==> src/sv/amlpsk_pkg.sv <==
// ----------------------------------------------------------------------------
// amlpsk_pkg
// widths, command codes and constellation tables of the alamouti detector
// ----------------------------------------------------------------------------
package amlpsk_pkg;

  localparam int SAMPLE_BITS = 16;
  localparam int FRAC_BITS   = SAMPLE_BITS - 4;
  localparam int POINTS      = 8;
  localparam int PT_BITS     = 3;
  localparam int SUM_BITS    = 24;
  localparam int SYM_BITS    = 3;
  localparam int DIST_BITS   = 24;

  localparam int ACC_BITS    = 34;
  localparam int MA_BITS     = 34;
  localparam int MB_BITS     = 23;
  localparam int PROD_BITS   = MA_BITS + MB_BITS;
  localparam int RND_SHIFT   = 14;
  localparam int RND_BITS    = PROD_BITS - RND_SHIFT;
  localparam int DIFF_BITS   = 44;
  localparam int ABS_BITS    = 22;
  localparam int RAD_BITS    = 44;
  localparam int ROOT_STEPS  = RAD_BITS / 2;
  localparam int ROOT_BITS   = ROOT_STEPS;
  localparam int COEF_BITS   = 15;

  localparam int MAC_STEPS   = 20;
  localparam int STEP_BITS   = 5;
  localparam int CNT_BITS    = 5;
  localparam int NUM_ACC     = 5;

  typedef logic [3:0] op_t;
  localparam op_t OP_IDLE      = 4'd0;
  localparam op_t OP_LOAD      = 4'd1;
  localparam op_t OP_MAC       = 4'd2;
  localparam op_t OP_MC_RE     = 4'd3;
  localparam op_t OP_MC_IM     = 4'd4;
  localparam op_t OP_DIFF      = 4'd5;
  localparam op_t OP_SQ_RE     = 4'd6;
  localparam op_t OP_SQ_IM     = 4'd7;
  localparam op_t OP_ROOT_INIT = 4'd8;
  localparam op_t OP_ROOT_STEP = 4'd9;
  localparam op_t OP_ACCUM     = 4'd10;
  localparam op_t OP_SCAN_INIT = 4'd11;
  localparam op_t OP_SCAN      = 4'd12;
  localparam op_t OP_EMIT      = 4'd13;

  typedef struct packed {
    op_t                  op;
    logic [STEP_BITS-1:0] step;
    logic [PT_BITS-1:0]   pt;
    logic                 sel;
  } cmd_t;

  typedef struct packed {
    logic [2:0] a_idx;
    logic [2:0] b_idx;
    logic       neg;
  } mac_sel_t;

  // sample order: h1r h1i h2r h2i y0r y0i y1r y1i
  // four products per target: m, r1r, r1i, r2r, r2i
  function automatic mac_sel_t mac_sel(input logic [STEP_BITS-1:0] step);
    mac_sel_t s;
    s = '{a_idx: 3'd0, b_idx: 3'd0, neg: 1'b0};
    case (step)
      5'd0:  s = '{3'd0, 3'd0, 1'b0};
      5'd1:  s = '{3'd1, 3'd1, 1'b0};
      5'd2:  s = '{3'd2, 3'd2, 1'b0};
      5'd3:  s = '{3'd3, 3'd3, 1'b0};
      5'd4:  s = '{3'd0, 3'd4, 1'b0};
      5'd5:  s = '{3'd1, 3'd5, 1'b0};
      5'd6:  s = '{3'd2, 3'd6, 1'b0};
      5'd7:  s = '{3'd3, 3'd7, 1'b0};
      5'd8:  s = '{3'd0, 3'd5, 1'b0};
      5'd9:  s = '{3'd1, 3'd4, 1'b1};
      5'd10: s = '{3'd3, 3'd6, 1'b0};
      5'd11: s = '{3'd2, 3'd7, 1'b1};
      5'd12: s = '{3'd0, 3'd6, 1'b0};
      5'd13: s = '{3'd1, 3'd7, 1'b0};
      5'd14: s = '{3'd2, 3'd4, 1'b1};
      5'd15: s = '{3'd3, 3'd5, 1'b1};
      5'd16: s = '{3'd1, 3'd6, 1'b0};
      5'd17: s = '{3'd0, 3'd7, 1'b1};
      5'd18: s = '{3'd2, 3'd5, 1'b1};
      5'd19: s = '{3'd3, 3'd4, 1'b0};
      default: s = '{3'd0, 3'd0, 1'b0};
    endcase
    return s;
  endfunction

  // sixteenth-circle points scaled by 1/sqrt2, q1.14
  function automatic logic signed [COEF_BITS-1:0] psk_re(input logic [3:0] k);
    logic signed [COEF_BITS-1:0] v;
    v = '0;
    case (k)
      4'd0:  v = 15'sd11585;
      4'd1:  v = 15'sd10703;
      4'd2:  v = 15'sd8192;
      4'd3:  v = 15'sd4433;
      4'd4:  v = 15'sd0;
      4'd5:  v = -15'sd4433;
      4'd6:  v = -15'sd8192;
      4'd7:  v = -15'sd10703;
      4'd8:  v = -15'sd11585;
      4'd9:  v = -15'sd10703;
      4'd10: v = -15'sd8192;
      4'd11: v = -15'sd4433;
      4'd12: v = 15'sd0;
      4'd13: v = 15'sd4433;
      4'd14: v = 15'sd8192;
      default: v = 15'sd10703;
    endcase
    return v;
  endfunction

  function automatic logic signed [COEF_BITS-1:0] psk_im(input logic [3:0] k);
    return psk_re(k - 4'd4);
  endfunction

endpackage

==> src/sv/amlpsk_dp.sv <==
// ----------------------------------------------------------------------------
// amlpsk_dp
// datapath: shared multiplier, combiner accumulators, bitwise root, sum tables
// ----------------------------------------------------------------------------
module amlpsk_dp (
  input  logic                                 clk,
  input  logic                                 rst_n,
  input  amlpsk_pkg::cmd_t                     cmd,
  input  logic [8*amlpsk_pkg::SAMPLE_BITS-1:0] in_samples,
  output logic [amlpsk_pkg::SYM_BITS-1:0]      first_symbol,
  output logic [amlpsk_pkg::SYM_BITS-1:0]      second_symbol,
  output logic [amlpsk_pkg::DIST_BITS-1:0]     first_distance,
  output logic [amlpsk_pkg::DIST_BITS-1:0]     second_distance
);
  import amlpsk_pkg::*;

  logic signed [SAMPLE_BITS-1:0] samp_r [8];
  logic signed [ACC_BITS-1:0]    acc_r  [NUM_ACC];
  logic signed [PROD_BITS-1:0]   prod_r;
  logic [STEP_BITS-1:0]          pstep_r;
  logic                          pend_r;
  logic signed [RND_BITS-1:0]    pr_r;
  logic [ABS_BITS-1:0]           ur_r, ui_r;
  logic [RAD_BITS-1:0]           sq_r, rad_r, res_r, bit_r;
  logic [SUM_BITS-1:0]           f_sum_r [POINTS];
  logic [SUM_BITS-1:0]           s_sum_r [POINTS];
  logic [SUM_BITS-1:0]           best1_r, best2_r;
  logic [PT_BITS-1:0]            bidx1_r, bidx2_r;
  logic [SYM_BITS-1:0]           fsym_r, ssym_r;
  logic [DIST_BITS-1:0]          fdist_r, sdist_r;

  mac_sel_t                      msel, psel;
  logic signed [MA_BITS-1:0]     ma;
  logic signed [MB_BITS-1:0]     mb;
  logic signed [PROD_BITS-1:0]   prod;
  logic signed [PROD_BITS-1:0]   rnd_sum;
  logic signed [RND_BITS-1:0]    rnd_w;
  logic [3:0]                    kidx;
  logic signed [COEF_BITS-1:0]   c_re, c_im;
  logic signed [ACC_BITS-1:0]    ar, ai;
  logic signed [DIFF_BITS-1:0]   dre, dim, sre, sim;
  logic [RAD_BITS-1:0]           trial;
  logic [SUM_BITS:0]             f_add, s_add;
  logic [SUM_BITS-1:0]           f_sat, s_sat;
  logic signed [ACC_BITS-1:0]    pterm;

  assign msel = mac_sel(cmd.step);
  assign psel = mac_sel(pstep_r);
  // point p sits at sixteenth k = p * 16 / POINTS
  assign kidx = 4'((32'(cmd.pt) * 16) / POINTS);
  assign c_re = psk_re(kidx);
  assign c_im = cmd.sel ? -psk_im(kidx) : psk_im(kidx);
  assign ar   = cmd.sel ? acc_r[3] : acc_r[1];
  assign ai   = cmd.sel ? acc_r[4] : acc_r[2];

  always_comb begin
    ma = '0;
    mb = '0;
    unique case (cmd.op)
      OP_MAC: begin
        ma = MA_BITS'(samp_r[msel.a_idx]);
        mb = MB_BITS'(samp_r[msel.b_idx]);
      end
      OP_MC_RE: begin
        ma = MA_BITS'(acc_r[0]);
        mb = MB_BITS'(c_re);
      end
      OP_MC_IM: begin
        ma = MA_BITS'(acc_r[0]);
        mb = MB_BITS'(c_im);
      end
      OP_SQ_RE: begin
        ma = MA_BITS'($signed({1'b0, ur_r}));
        mb = MB_BITS'($signed({1'b0, ur_r}));
      end
      OP_SQ_IM: begin
        ma = MA_BITS'($signed({1'b0, ui_r}));
        mb = MB_BITS'($signed({1'b0, ui_r}));
      end
      default: begin
        ma = '0;
        mb = '0;
      end
    endcase
  end

  assign prod = ma * mb;

  // round half up then drop 14 fraction bits
  assign rnd_sum = prod_r + PROD_BITS'(1 << (RND_SHIFT - 1));
  assign rnd_w   = rnd_sum[PROD_BITS-1:RND_SHIFT];

  assign dre = DIFF_BITS'(ar) - DIFF_BITS'(pr_r);
  assign dim = DIFF_BITS'(ai) - DIFF_BITS'(rnd_w);
  assign sre = dre >>> FRAC_BITS;
  assign sim = dim >>> FRAC_BITS;

  assign trial = res_r + bit_r;
  assign pterm = ACC_BITS'(prod_r);

  assign f_add = {1'b0, f_sum_r[cmd.pt]} + (SUM_BITS + 1)'(res_r[ROOT_BITS-1:0]);
  assign s_add = {1'b0, s_sum_r[cmd.pt]} + (SUM_BITS + 1)'(res_r[ROOT_BITS-1:0]);
  assign f_sat = f_add[SUM_BITS] ? '1 : f_add[SUM_BITS-1:0];
  assign s_sat = s_add[SUM_BITS] ? '1 : s_add[SUM_BITS-1:0];

  always_ff @(posedge clk) begin
    pend_r  <= (cmd.op == OP_MAC);
    pstep_r <= cmd.step;
    if (cmd.op == OP_LOAD) begin
      for (int i = 0; i < 8; i++) begin
        samp_r[i] <= in_samples[i*SAMPLE_BITS +: SAMPLE_BITS];
      end
    end
    if (cmd.op == OP_MAC || cmd.op == OP_MC_RE || cmd.op == OP_MC_IM ||
        cmd.op == OP_SQ_RE || cmd.op == OP_SQ_IM) begin
      prod_r <= prod;
    end
    // product of the previous step lands in its accumulator
    if (cmd.op == OP_LOAD) begin
      for (int i = 0; i < NUM_ACC; i++) begin
        acc_r[i] <= '0;
      end
    end else if (pend_r) begin
      acc_r[pstep_r[4:2]] <= psel.neg ? acc_r[pstep_r[4:2]] - pterm
                                      : acc_r[pstep_r[4:2]] + pterm;
    end
    if (cmd.op == OP_MC_IM) begin
      pr_r <= rnd_w;
    end
    if (cmd.op == OP_DIFF) begin
      ur_r <= sre[DIFF_BITS-1] ? ABS_BITS'(-sre) : ABS_BITS'(sre);
      ui_r <= sim[DIFF_BITS-1] ? ABS_BITS'(-sim) : ABS_BITS'(sim);
    end
    if (cmd.op == OP_SQ_IM) begin
      sq_r <= prod_r[RAD_BITS-1:0];
    end
    if (cmd.op == OP_ROOT_INIT) begin
      rad_r <= sq_r + prod_r[RAD_BITS-1:0];
      res_r <= '0;
      bit_r <= RAD_BITS'(1) << (RAD_BITS - 2);
    end else if (cmd.op == OP_ROOT_STEP) begin
      if (rad_r >= trial) begin
        rad_r <= rad_r - trial;
        res_r <= (res_r >> 1) + bit_r;
      end else begin
        res_r <= res_r >> 1;
      end
      bit_r <= bit_r >> 2;
    end
    if (cmd.op == OP_SCAN_INIT) begin
      best1_r <= f_sum_r[0];
      best2_r <= s_sum_r[0];
      bidx1_r <= '0;
      bidx2_r <= '0;
    end else if (cmd.op == OP_SCAN) begin
      if (f_sum_r[cmd.pt] < best1_r) begin
        best1_r <= f_sum_r[cmd.pt];
        bidx1_r <= cmd.pt;
      end
      if (s_sum_r[cmd.pt] < best2_r) begin
        best2_r <= s_sum_r[cmd.pt];
        bidx2_r <= cmd.pt;
      end
    end
    if (cmd.op == OP_EMIT) begin
      fsym_r  <= SYM_BITS'(bidx1_r);
      ssym_r  <= SYM_BITS'(bidx2_r);
      fdist_r <= DIST_BITS'(best1_r);
      sdist_r <= DIST_BITS'(best2_r);
    end
  end

  always_ff @(posedge clk) begin
    if (!rst_n || cmd.op == OP_EMIT) begin
      for (int i = 0; i < POINTS; i++) begin
        f_sum_r[i] <= '0;
        s_sum_r[i] <= '0;
      end
    end else if (cmd.op == OP_ACCUM) begin
      if (cmd.sel) begin
        s_sum_r[cmd.pt] <= s_sat;
      end else begin
        f_sum_r[cmd.pt] <= f_sat;
      end
    end
  end

  assign first_symbol    = fsym_r;
  assign second_symbol   = ssym_r;
  assign first_distance  = fdist_r;
  assign second_distance = sdist_r;

endmodule

==> src/sv/amlpsk_ctrl.sv <==
// ----------------------------------------------------------------------------
// amlpsk_ctrl
// sequencer: combiner products, per-point distance steps, argmin scan, output
// ----------------------------------------------------------------------------
module amlpsk_ctrl (
  input  logic             clk,
  input  logic             rst_n,
  input  logic             in_tvalid,
  output logic             in_tready,
  input  logic             in_tlast,
  output logic             out_tvalid,
  input  logic             out_tready,
  output amlpsk_pkg::cmd_t cmd
);
  import amlpsk_pkg::*;

  localparam logic [3:0] S_IDLE      = 4'd0;
  localparam logic [3:0] S_MAC       = 4'd1;
  localparam logic [3:0] S_MC_RE     = 4'd2;
  localparam logic [3:0] S_MC_IM     = 4'd3;
  localparam logic [3:0] S_DIFF      = 4'd4;
  localparam logic [3:0] S_SQ_RE     = 4'd5;
  localparam logic [3:0] S_SQ_IM     = 4'd6;
  localparam logic [3:0] S_ROOT_INIT = 4'd7;
  localparam logic [3:0] S_ROOT      = 4'd8;
  localparam logic [3:0] S_ACCUM     = 4'd9;
  localparam logic [3:0] S_SCAN_INIT = 4'd10;
  localparam logic [3:0] S_SCAN      = 4'd11;
  localparam logic [3:0] S_EMIT      = 4'd12;

  logic [3:0]           state_r, state_nxt;
  logic [STEP_BITS-1:0] step_r, step_nxt;
  logic [PT_BITS-1:0]   pt_r, pt_nxt;
  logic                 sel_r, sel_nxt;
  logic [CNT_BITS-1:0]  cnt_r, cnt_nxt;
  logic                 last_r, last_nxt;
  logic                 ovalid_r, ovalid_nxt;
  logic                 slot_free;
  op_t                  op;

  assign slot_free = !ovalid_r || out_tready;
  assign in_tready = (state_r == S_IDLE);

  always_comb begin
    state_nxt  = state_r;
    step_nxt   = step_r;
    pt_nxt     = pt_r;
    sel_nxt    = sel_r;
    cnt_nxt    = cnt_r;
    last_nxt   = last_r;
    ovalid_nxt = ovalid_r && !out_tready;
    op         = OP_IDLE;
    unique case (state_r)
      S_IDLE: begin
        if (in_tvalid) begin
          op        = OP_LOAD;
          last_nxt  = in_tlast;
          step_nxt  = '0;
          state_nxt = S_MAC;
        end
      end
      S_MAC: begin
        op = OP_MAC;
        if (step_r == STEP_BITS'(MAC_STEPS - 1)) begin
          pt_nxt    = '0;
          sel_nxt   = 1'b0;
          state_nxt = S_MC_RE;
        end else begin
          step_nxt = step_r + 1'b1;
        end
      end
      S_MC_RE: begin
        op        = OP_MC_RE;
        state_nxt = S_MC_IM;
      end
      S_MC_IM: begin
        op        = OP_MC_IM;
        state_nxt = S_DIFF;
      end
      S_DIFF: begin
        op        = OP_DIFF;
        state_nxt = S_SQ_RE;
      end
      S_SQ_RE: begin
        op        = OP_SQ_RE;
        state_nxt = S_SQ_IM;
      end
      S_SQ_IM: begin
        op        = OP_SQ_IM;
        state_nxt = S_ROOT_INIT;
      end
      S_ROOT_INIT: begin
        op        = OP_ROOT_INIT;
        cnt_nxt   = '0;
        state_nxt = S_ROOT;
      end
      S_ROOT: begin
        op = OP_ROOT_STEP;
        if (cnt_r == CNT_BITS'(ROOT_STEPS - 1)) begin
          state_nxt = S_ACCUM;
        end else begin
          cnt_nxt = cnt_r + 1'b1;
        end
      end
      S_ACCUM: begin
        op = OP_ACCUM;
        if (!sel_r) begin
          sel_nxt   = 1'b1;
          state_nxt = S_MC_RE;
        end else if (pt_r == PT_BITS'(POINTS - 1)) begin
          state_nxt = last_r ? S_SCAN_INIT : S_IDLE;
        end else begin
          pt_nxt    = pt_r + 1'b1;
          sel_nxt   = 1'b0;
          state_nxt = S_MC_RE;
        end
      end
      S_SCAN_INIT: begin
        op        = OP_SCAN_INIT;
        pt_nxt    = PT_BITS'(1);
        state_nxt = S_SCAN;
      end
      S_SCAN: begin
        op = OP_SCAN;
        if (pt_r == PT_BITS'(POINTS - 1)) begin
          state_nxt = S_EMIT;
        end else begin
          pt_nxt = pt_r + 1'b1;
        end
      end
      S_EMIT: begin
        // hold until the output register can take the word
        if (slot_free) begin
          op         = OP_EMIT;
          ovalid_nxt = 1'b1;
          state_nxt  = S_IDLE;
        end
      end
      default: state_nxt = S_IDLE;
    endcase
  end

  always_ff @(posedge clk) begin
    if (!rst_n) begin
      state_r  <= S_IDLE;
      ovalid_r <= 1'b0;
      step_r   <= '0;
      pt_r     <= '0;
      sel_r    <= 1'b0;
      cnt_r    <= '0;
      last_r   <= 1'b0;
    end else begin
      state_r  <= state_nxt;
      ovalid_r <= ovalid_nxt;
      step_r   <= step_nxt;
      pt_r     <= pt_nxt;
      sel_r    <= sel_nxt;
      cnt_r    <= cnt_nxt;
      last_r   <= last_nxt;
    end
  end

  assign cmd        = '{op: op, step: step_r, pt: pt_r, sel: sel_r};
  assign out_tvalid = ovalid_r;

endmodule

==> src/sv/alamouti_ml_psk8_detector_core.sv <==
// ----------------------------------------------------------------------------
// alamouti_ml_psk8_detector_core
// two-transmit alamouti combiner with exhaustive 8-psk ml search per antenna
// ----------------------------------------------------------------------------
//  channel  dir  tdata                                   tuser / tlast
//  in_      in   8 x 16b gains and samples               tlast = last antenna
//  out_     out  symbols and winning distances (56b)     none
//
//  one word at a time: accepted in idle, 20 combiner products, then per point
//  and symbol the products, difference, squares, root init, bitwise root and
//  one sum update; a last-antenna word adds the argmin scan and output load
//  the shared multiplier and the one-bit-per-cycle root unit set this sequence
//  reset clears the control and the distance sums
//  a stalled output holds the next last-antenna word in its output step
module alamouti_ml_psk8_detector_core (
  input  logic         clk,
  input  logic         rst_n,
  input  logic         in_tvalid,
  output logic         in_tready,
  // gain_first_re, gain_first_im, gain_second_re, gain_second_im,
  // rx_even_re, rx_even_im, rx_odd_re, rx_odd_im (16b each)
  input  logic [127:0] in_tdata,
  input  logic         in_tlast,
  output logic         out_tvalid,
  input  logic         out_tready,
  // first_symbol[2:0], second_symbol[5:3], first_distance[29:6],
  // second_distance[53:30], zero pad[55:54]
  output logic [55:0]  out_tdata
);
  import amlpsk_pkg::*;

  cmd_t                 cmd;
  logic [SYM_BITS-1:0]  first_symbol, second_symbol;
  logic [DIST_BITS-1:0] first_distance, second_distance;

  amlpsk_ctrl u_ctrl (
    .clk        (clk),
    .rst_n      (rst_n),
    .in_tvalid  (in_tvalid),
    .in_tready  (in_tready),
    .in_tlast   (in_tlast),
    .out_tvalid (out_tvalid),
    .out_tready (out_tready),
    .cmd        (cmd)
  );

  amlpsk_dp u_dp (
    .clk             (clk),
    .rst_n           (rst_n),
    .cmd             (cmd),
    .in_samples      (in_tdata),
    .first_symbol    (first_symbol),
    .second_symbol   (second_symbol),
    .first_distance  (first_distance),
    .second_distance (second_distance)
  );

  assign out_tdata = {2'b00, second_distance, first_distance, second_symbol, first_symbol};

endmodule

==> config.mk <==
export PLATFORM = sky130hd
export DESIGN_NAME = alamouti_ml_psk8_detector_core
export DESIGN_NICKNAME = d
export VERILOG_FILES = /design/src/sv/amlpsk_pkg.sv /design/src/sv/amlpsk_dp.sv /design/src/sv/amlpsk_ctrl.sv /design/src/sv/alamouti_ml_psk8_detector_core.sv
export SDC_FILE = /design/constraint.sdc
export NUM_CORES = 2
export LEC_CHECK = 0
export ABC_CLOCK_PERIOD_IN_PS = 19820
export CAP_MARGIN = 20
export CORE_MARGIN = 2
export CORE_UTILIZATION = 25
export CTS_CLUSTER_DIAMETER = 40
export DETAILED_ROUTE_END_ITERATION = 10
export DONT_BUFFER_PORTS = 1
export SYNTH_ARGS = -nofsm -noshare
export SYNTH_HDL_FRONTEND = slang
export SYNTH_HIERARCHICAL = 1
export SYNTH_SLANG_ARGS = --single-unit
==> constraint.sdc <==
create_clock -name clk -period 19.82 [get_ports clk]
set_input_delay 2.973 -clock clk [delete_from_list [all_inputs] [get_ports clk]]
set_output_delay 2.973 -clock clk [all_outputs]
set_load 0.005 [all_outputs]
---- Yosys cells after proc, flatten, opt, wreduce, memory -nomap -nowiden ----
Memories as Yosys holds them, arrays and structs flattened. A register that Yosys moved wholly into a read port is not among the register bits.
Cells that the tools add are included.
word-level totals
  bits in registers ....................... 432
  memory bits (writable) .................. 682
  memory bits (read-only) ................. 1104
  output and inout port bits .............. 58
  logic and storage cells ................. 206
  memories kept ........................... 9
cells by class
  $add $sub $neg .......................... 18
  multiply operators ...................... 1
  $lt $le $gt $ge ......................... 3
  eq/ne operators ......................... 36
  muxes and demuxes ....................... 79
  reduce and logical (&&, ||, !) cells .... 35
memories
  memory            depth  width  rd ports  clocked after Yosys merged registers in  write ports  RTL line          RTL
  (name not given)  16     15     1         0                                        0            amlpsk_pkg.sv:97  case (k)
  (name not given)  16     15     1         0                                        0            amlpsk_pkg.sv:97
  (name not given)  16     15     1         1                                        0            amlpsk_pkg.sv:97
  (name not given)  32     6      1         1                                        0            amlpsk_pkg.sv:67  case (step)
  (name not given)  32     6      1         1                                        0            amlpsk_pkg.sv:67
  u_dp.f_sum_r      8      24     2         1                                        8            amlpsk_dp.sv:25   logic [SUM_BITS-1:0] f_sum_r [POINTS];
  +3 memories       n/a    n/a    n/a       n/a                                      n/a          n/a
operators by type and width
  operator                  count
  $mux W24                  10
  $mux W44                  4
  $mux W34                  4
  $pmux W34 S4              1
  $pmux W23 S5              1
  $pmux W4 S13              2
  $sub A34 B43 Y44          2
  $add A57 B15 Y57 const B  1
  $mul A34 B23 Y57          1
  $add A24 B22 Y25          2
  $lt A24 B24 Y1            2
  $reduce_or A24 Y1         2
  $add A43 B43 Y44          1
  $add A44 B43 Y44          1
  $add A44 B44 Y44          1
  $eq A4 B4 Y1 const B      11
  $ge A44 B44 Y1            1
  $mux W22                  2
  $mux W4                   11
  $neg A22 Y22              2
  $sub A44 B44 Y44          1
  $add A34 B34 Y34          1
  $reduce_or A34 Y1         1
  $sub A34 B34 Y34          1
  other kinds (28)          106

---- Longest topological paths before layout ----
  word-level depth ........................ 10
  mapped depth ............................ 42
  mapped depth without buffers ............ 39

---- Cells and area by module ----
The synthesis kept the hierarchy.
by module, submodules not included
  module                          times used  cells each  area each (um^2)
  amlpsk_dp                       1           9192        92816.5
  amlpsk_ctrl                     1           159         1332.5
  alamouti_ml_psk8_detector_core  1           3           18.8

---- Worst setup path before layout ----
No wires, ideal clock.
  kind .................................... in2reg
  from .................................... input port out_tready
  to ...................................... register u_dp.prod_r[56], data pin
  setup time .............................. 273 ps
  arrival time ............................ 12699 ps
  data required time ...................... 19547 ps
  slack ................................... 6849 ps
  stages on the path ...................... 36
  buffers on the path ..................... 3
  path through ............................ nor2b_1 -> o21a_1 -> a211oi_1 -> clkbuf_1 -> nand2_1 -> nor2_1 -> clkbuf_1 -> a22oi_1 -> nand3_1 -> clkbuf_1 -> nand2_1 -> fa_1 -> inv_1 -> fa_1 -> inv_1 -> fa_1 -> fa_1 -> inv_1 -> fa_1 -> fa_1 -> inv_1 -> fa_1 -> inv_1 -> ha_1 -> a21o_1 -> a21o_1 -> a21oi_1 -> o21ai_0 -> a221oi_1 -> a21oi_1 -> a31oi_1 -> o21ai_0 -> nand4_1 -> a21oi_1 -> a2111oi_0 -> xnor2_1
RTL lines
  element                 RTL line                              RTL
  start: declaration      alamouti_ml_psk8_detector_core.sv:25  input logic out_tready,
  end signal: assignment  amlpsk_dp.sv:116                      prod_r <= prod;
  end: declaration        amlpsk_dp.sv:19                       logic signed [PROD_BITS-1:0] prod_r;

==> impl_metrics.toml <==
[run_status]
outcome = "finished, final reports clean"

[placement]
post_dp_cell_area_um2 = 100000
gp_congestion = 0.918
io_buffers = 0
hpwl_um = 207000
dp_cells = 14073

[logic_synthesis]
netlist_area_um2 = 94200
avgSynthCellArea_um2 = 10.1
synth-seq-cells = 1215
synth_top_area_share_pct = 35.7
syn_inst = 9354
synthTopCellsByArea = "edfxtp_1, fa_1, ha_1"
ys_seq_area_share_pct = 37.7
synth_edf_count = 1118
ys_async_sr_fraction_pct = 0
synth_top_area_cell = "edfxtp_1"
synthFlopType = "edfxtp_1"
yosys_warnings = 6
yosysUniqueCellTypes = 100

[floorplan]
die_h_um = 618
num_rows = 225
ioPinCount = 191
fp.dieW_um = 618
die_area_um2 = 382000
core_um2 = 375000
start_util_pct = 25.1

[critical_path]
crit_required_ns = 20.32
crit_arrival_ns = 14.58
crit_fanout = 45
end_kind = "flip-flop"
criticalPathCategory = "input pin to flip-flop"
cpPeakStageDelay_ns = 0.68
start_kind = "input pin"
crit_top_cell = "fa_1"
slowest_stage = "nand2_1"

[layout]
area_growth_pct = 12.0
fillers = 38971
stdcell_area_um2 = 105000
stdcell_count = 14367
drive_gt1_share_pct = 7.59
nets = 10681
final_common_cell = "nor2_1"
layout_common_cells = "nor2_1, inv_1, edfxtp_1"

[power_and_ir_drop]
ir_worst_vdd_uv = 135
p_per_area_nw_per_um2 = 179
p_leak_uw = 0.0432

[timing]
hold_viol_final = 0
setup_viol = 0
timing.hold.ws_ns = 0.427
worstMarginPinSlew_ns = 1.15
slew_violations = 0
relSlewSlack_pct = 23.5
skew_ns = 0.0741
max_freq_ghz = 0.0710
grt_setup_unrepaired = "no"
fin_crit_sh_pct = 71.1
setup-tns-final_ns = 0
fin_crit_ns = 14.09

[clocking]
clk_path_buf_depth = 4
cts_hold_buf = 0
path_clk_slew_ns = 0.06
cts-buffers-inserted = 162
htreeDepth = 4
worstSkewPairLatency_ns = 0.82
cts_tree = "done"
postCtsSetupBuffers = 0
clock-sinks = 1215
cts_repair_resize_count = 0
root_buffer = "clkbuf_16"

[detailed_routing]
ant_nets = 0
drc_errors = 0
finalWirelength_um = 284000
first_iter_violations = 7136
firstDrtPassIters = 6
viasPerCell = 4.81
wl_per_cell_um = 19.7
num_vias = 69085

[min_path]
min_path_type = "flip-flop to flip-flop"

[flow_run]
drv_cap = 0

[global_route]
grt_pass1_vias = 68058
grt_max_degree = 96
grt_remaining_overflow = 0
antenna_found_initial = 17
grt_pass1_wl_um = 427000
grt_usage_pct = 14.5
[power by group]
| group | switching (uW) | internal, uW | leakage, uW |
|---|---|---|---|
| Clock | 1230 | 1680 | 0.00256 |
| Combinational | 7600 | 4140 | 0.0290 |
| Sequential | 501 | 3780 | 0.0116 |
[path summary, 6_finish.rpt]
check	slack, ns	startpoint	cells past startpoint	end
setup reg to reg	7.27	u_ctrl/state_r[1]	37	u_dp/prod_r[56]
setup / recovery	5.73	out_tready	39	u_dp/prod_r[56]
hold reg to reg	0.43	u_dp/best1_r[1]	0	u_dp/first_distance[1]
hold / removal	0.43	u_dp/best1_r[1]	0	u_dp/first_distance[1]
[state kept, by name, summed over array words and instances, names as in the netlist, 4 cells and up]
register	flops
u_dp/first_distance	24
u_ctrl/cnt_r	5
u_dp/s_sum_r	192
u_dp/f_sum_r	192
u_dp/ur_r	22
u_dp/pr_r	43
u_ctrl/state_r	4
u_dp/acc_r	272
u_dp/best1_r	24
u_dp/sq_r	44
u_dp/best2_r	24
u_ctrl/step_r	5
u_dp/ui_r	22
u_dp/second_distance	24
u_dp/rad_r	44
u_dp/bit_r	22
u_dp/samp_r	128
u_dp/prod_r	57
u_dp/res_r	44
[cell usage after synthesis (45+ instances only)]
cell,n
o21a_1,52
nand2_1,1071
inv_1,1199
nor2_1,1310
dfxtp_1,97
fa_1,801
nor3_1,74
nor2b_1,76
ha_1,503
nand2b_1,80
clkbuf_1,344
xnor2_1,261
edfxtp_1,1118
a22oi_1,155
a21o_1,154
mux4_2,96
nand4_1,74
nand3_1,148
a21oi_1,403
and2_1,45
mux2_2,86
and3_1,86
buf_1,61
xor2_1,155
a31oi_1,127
o21ai_0,222
[worst max-delay path, delay by kind of cell]
kind	cells	cell delay, ns
AO/OA/AOI/OAI	13	3.50
XOR/XNOR	1	0.14
adder cells (fa/ha/maj)	8	3.77
buffers and inverters	9	1.52
AND/OR/NAND/NOR	8	2.59
[logic make-up after synthesis]
| logic type | Yosys count | share of synthesized area, % |
|---|---|---|
| muxes | 225 | 3.78 |
| AOI/OAI and AO/OA | 1462 | 10.1 |
| xor gates and xnor gates | 416 | 3.87 |
| buffers and inverters | 1617 | 6.48 |
| other | 1 | 0.00398 |
| and+or+nand+nor | 3114 | 14.3 |
| adders and majority gates | 1304 | 23.7 |
| DFF | 1215 | 37.7 |
[layer usage]
metal | wire [um] | part of all wire [%] | track usage, % | up-vias
met2 | 128000 | 45 | 23.2 | 2911
met5 | 172 | 0.061 | 0 | -
met3 | 27900 | 9.8 | 3.49 | 519
met4 | 8750 | 3.1 | 4.15 | 26
li1 | - | - | - | 31431
met1 | 119000 | 42 | 19.5 | 34198
[per-stage QoR]
step	worst slack (ns)	utilization [%]	total power (uW)
3_5_place_dp	5.11	26.7	15800
5_1_grt	5.27	28.1	20400
6_report	5.73	28.1	18900
3_3_place_gp	5.12	26.7	15700
4_1_cts	5.92	28.1	18800
2_1_floorplan	6.85	-	12200
[final cells by class]
class	count	area (um2)	share of cell area, %
Sequential cell	1215	35500	33.7
Multi-Input combinational cell	6523	52800	50.1
Timing Repair Buffer	141	1080	1.02
Inverter	1201	4510	4.28
Clock inverter	97	965	0.915
Tap cell	4994	6250	5.92
Antenna cell	4	10.0	0.00949
Clock buffer	192	4310	4.09
No activity file was read; power rests on OpenSTA's default activity.
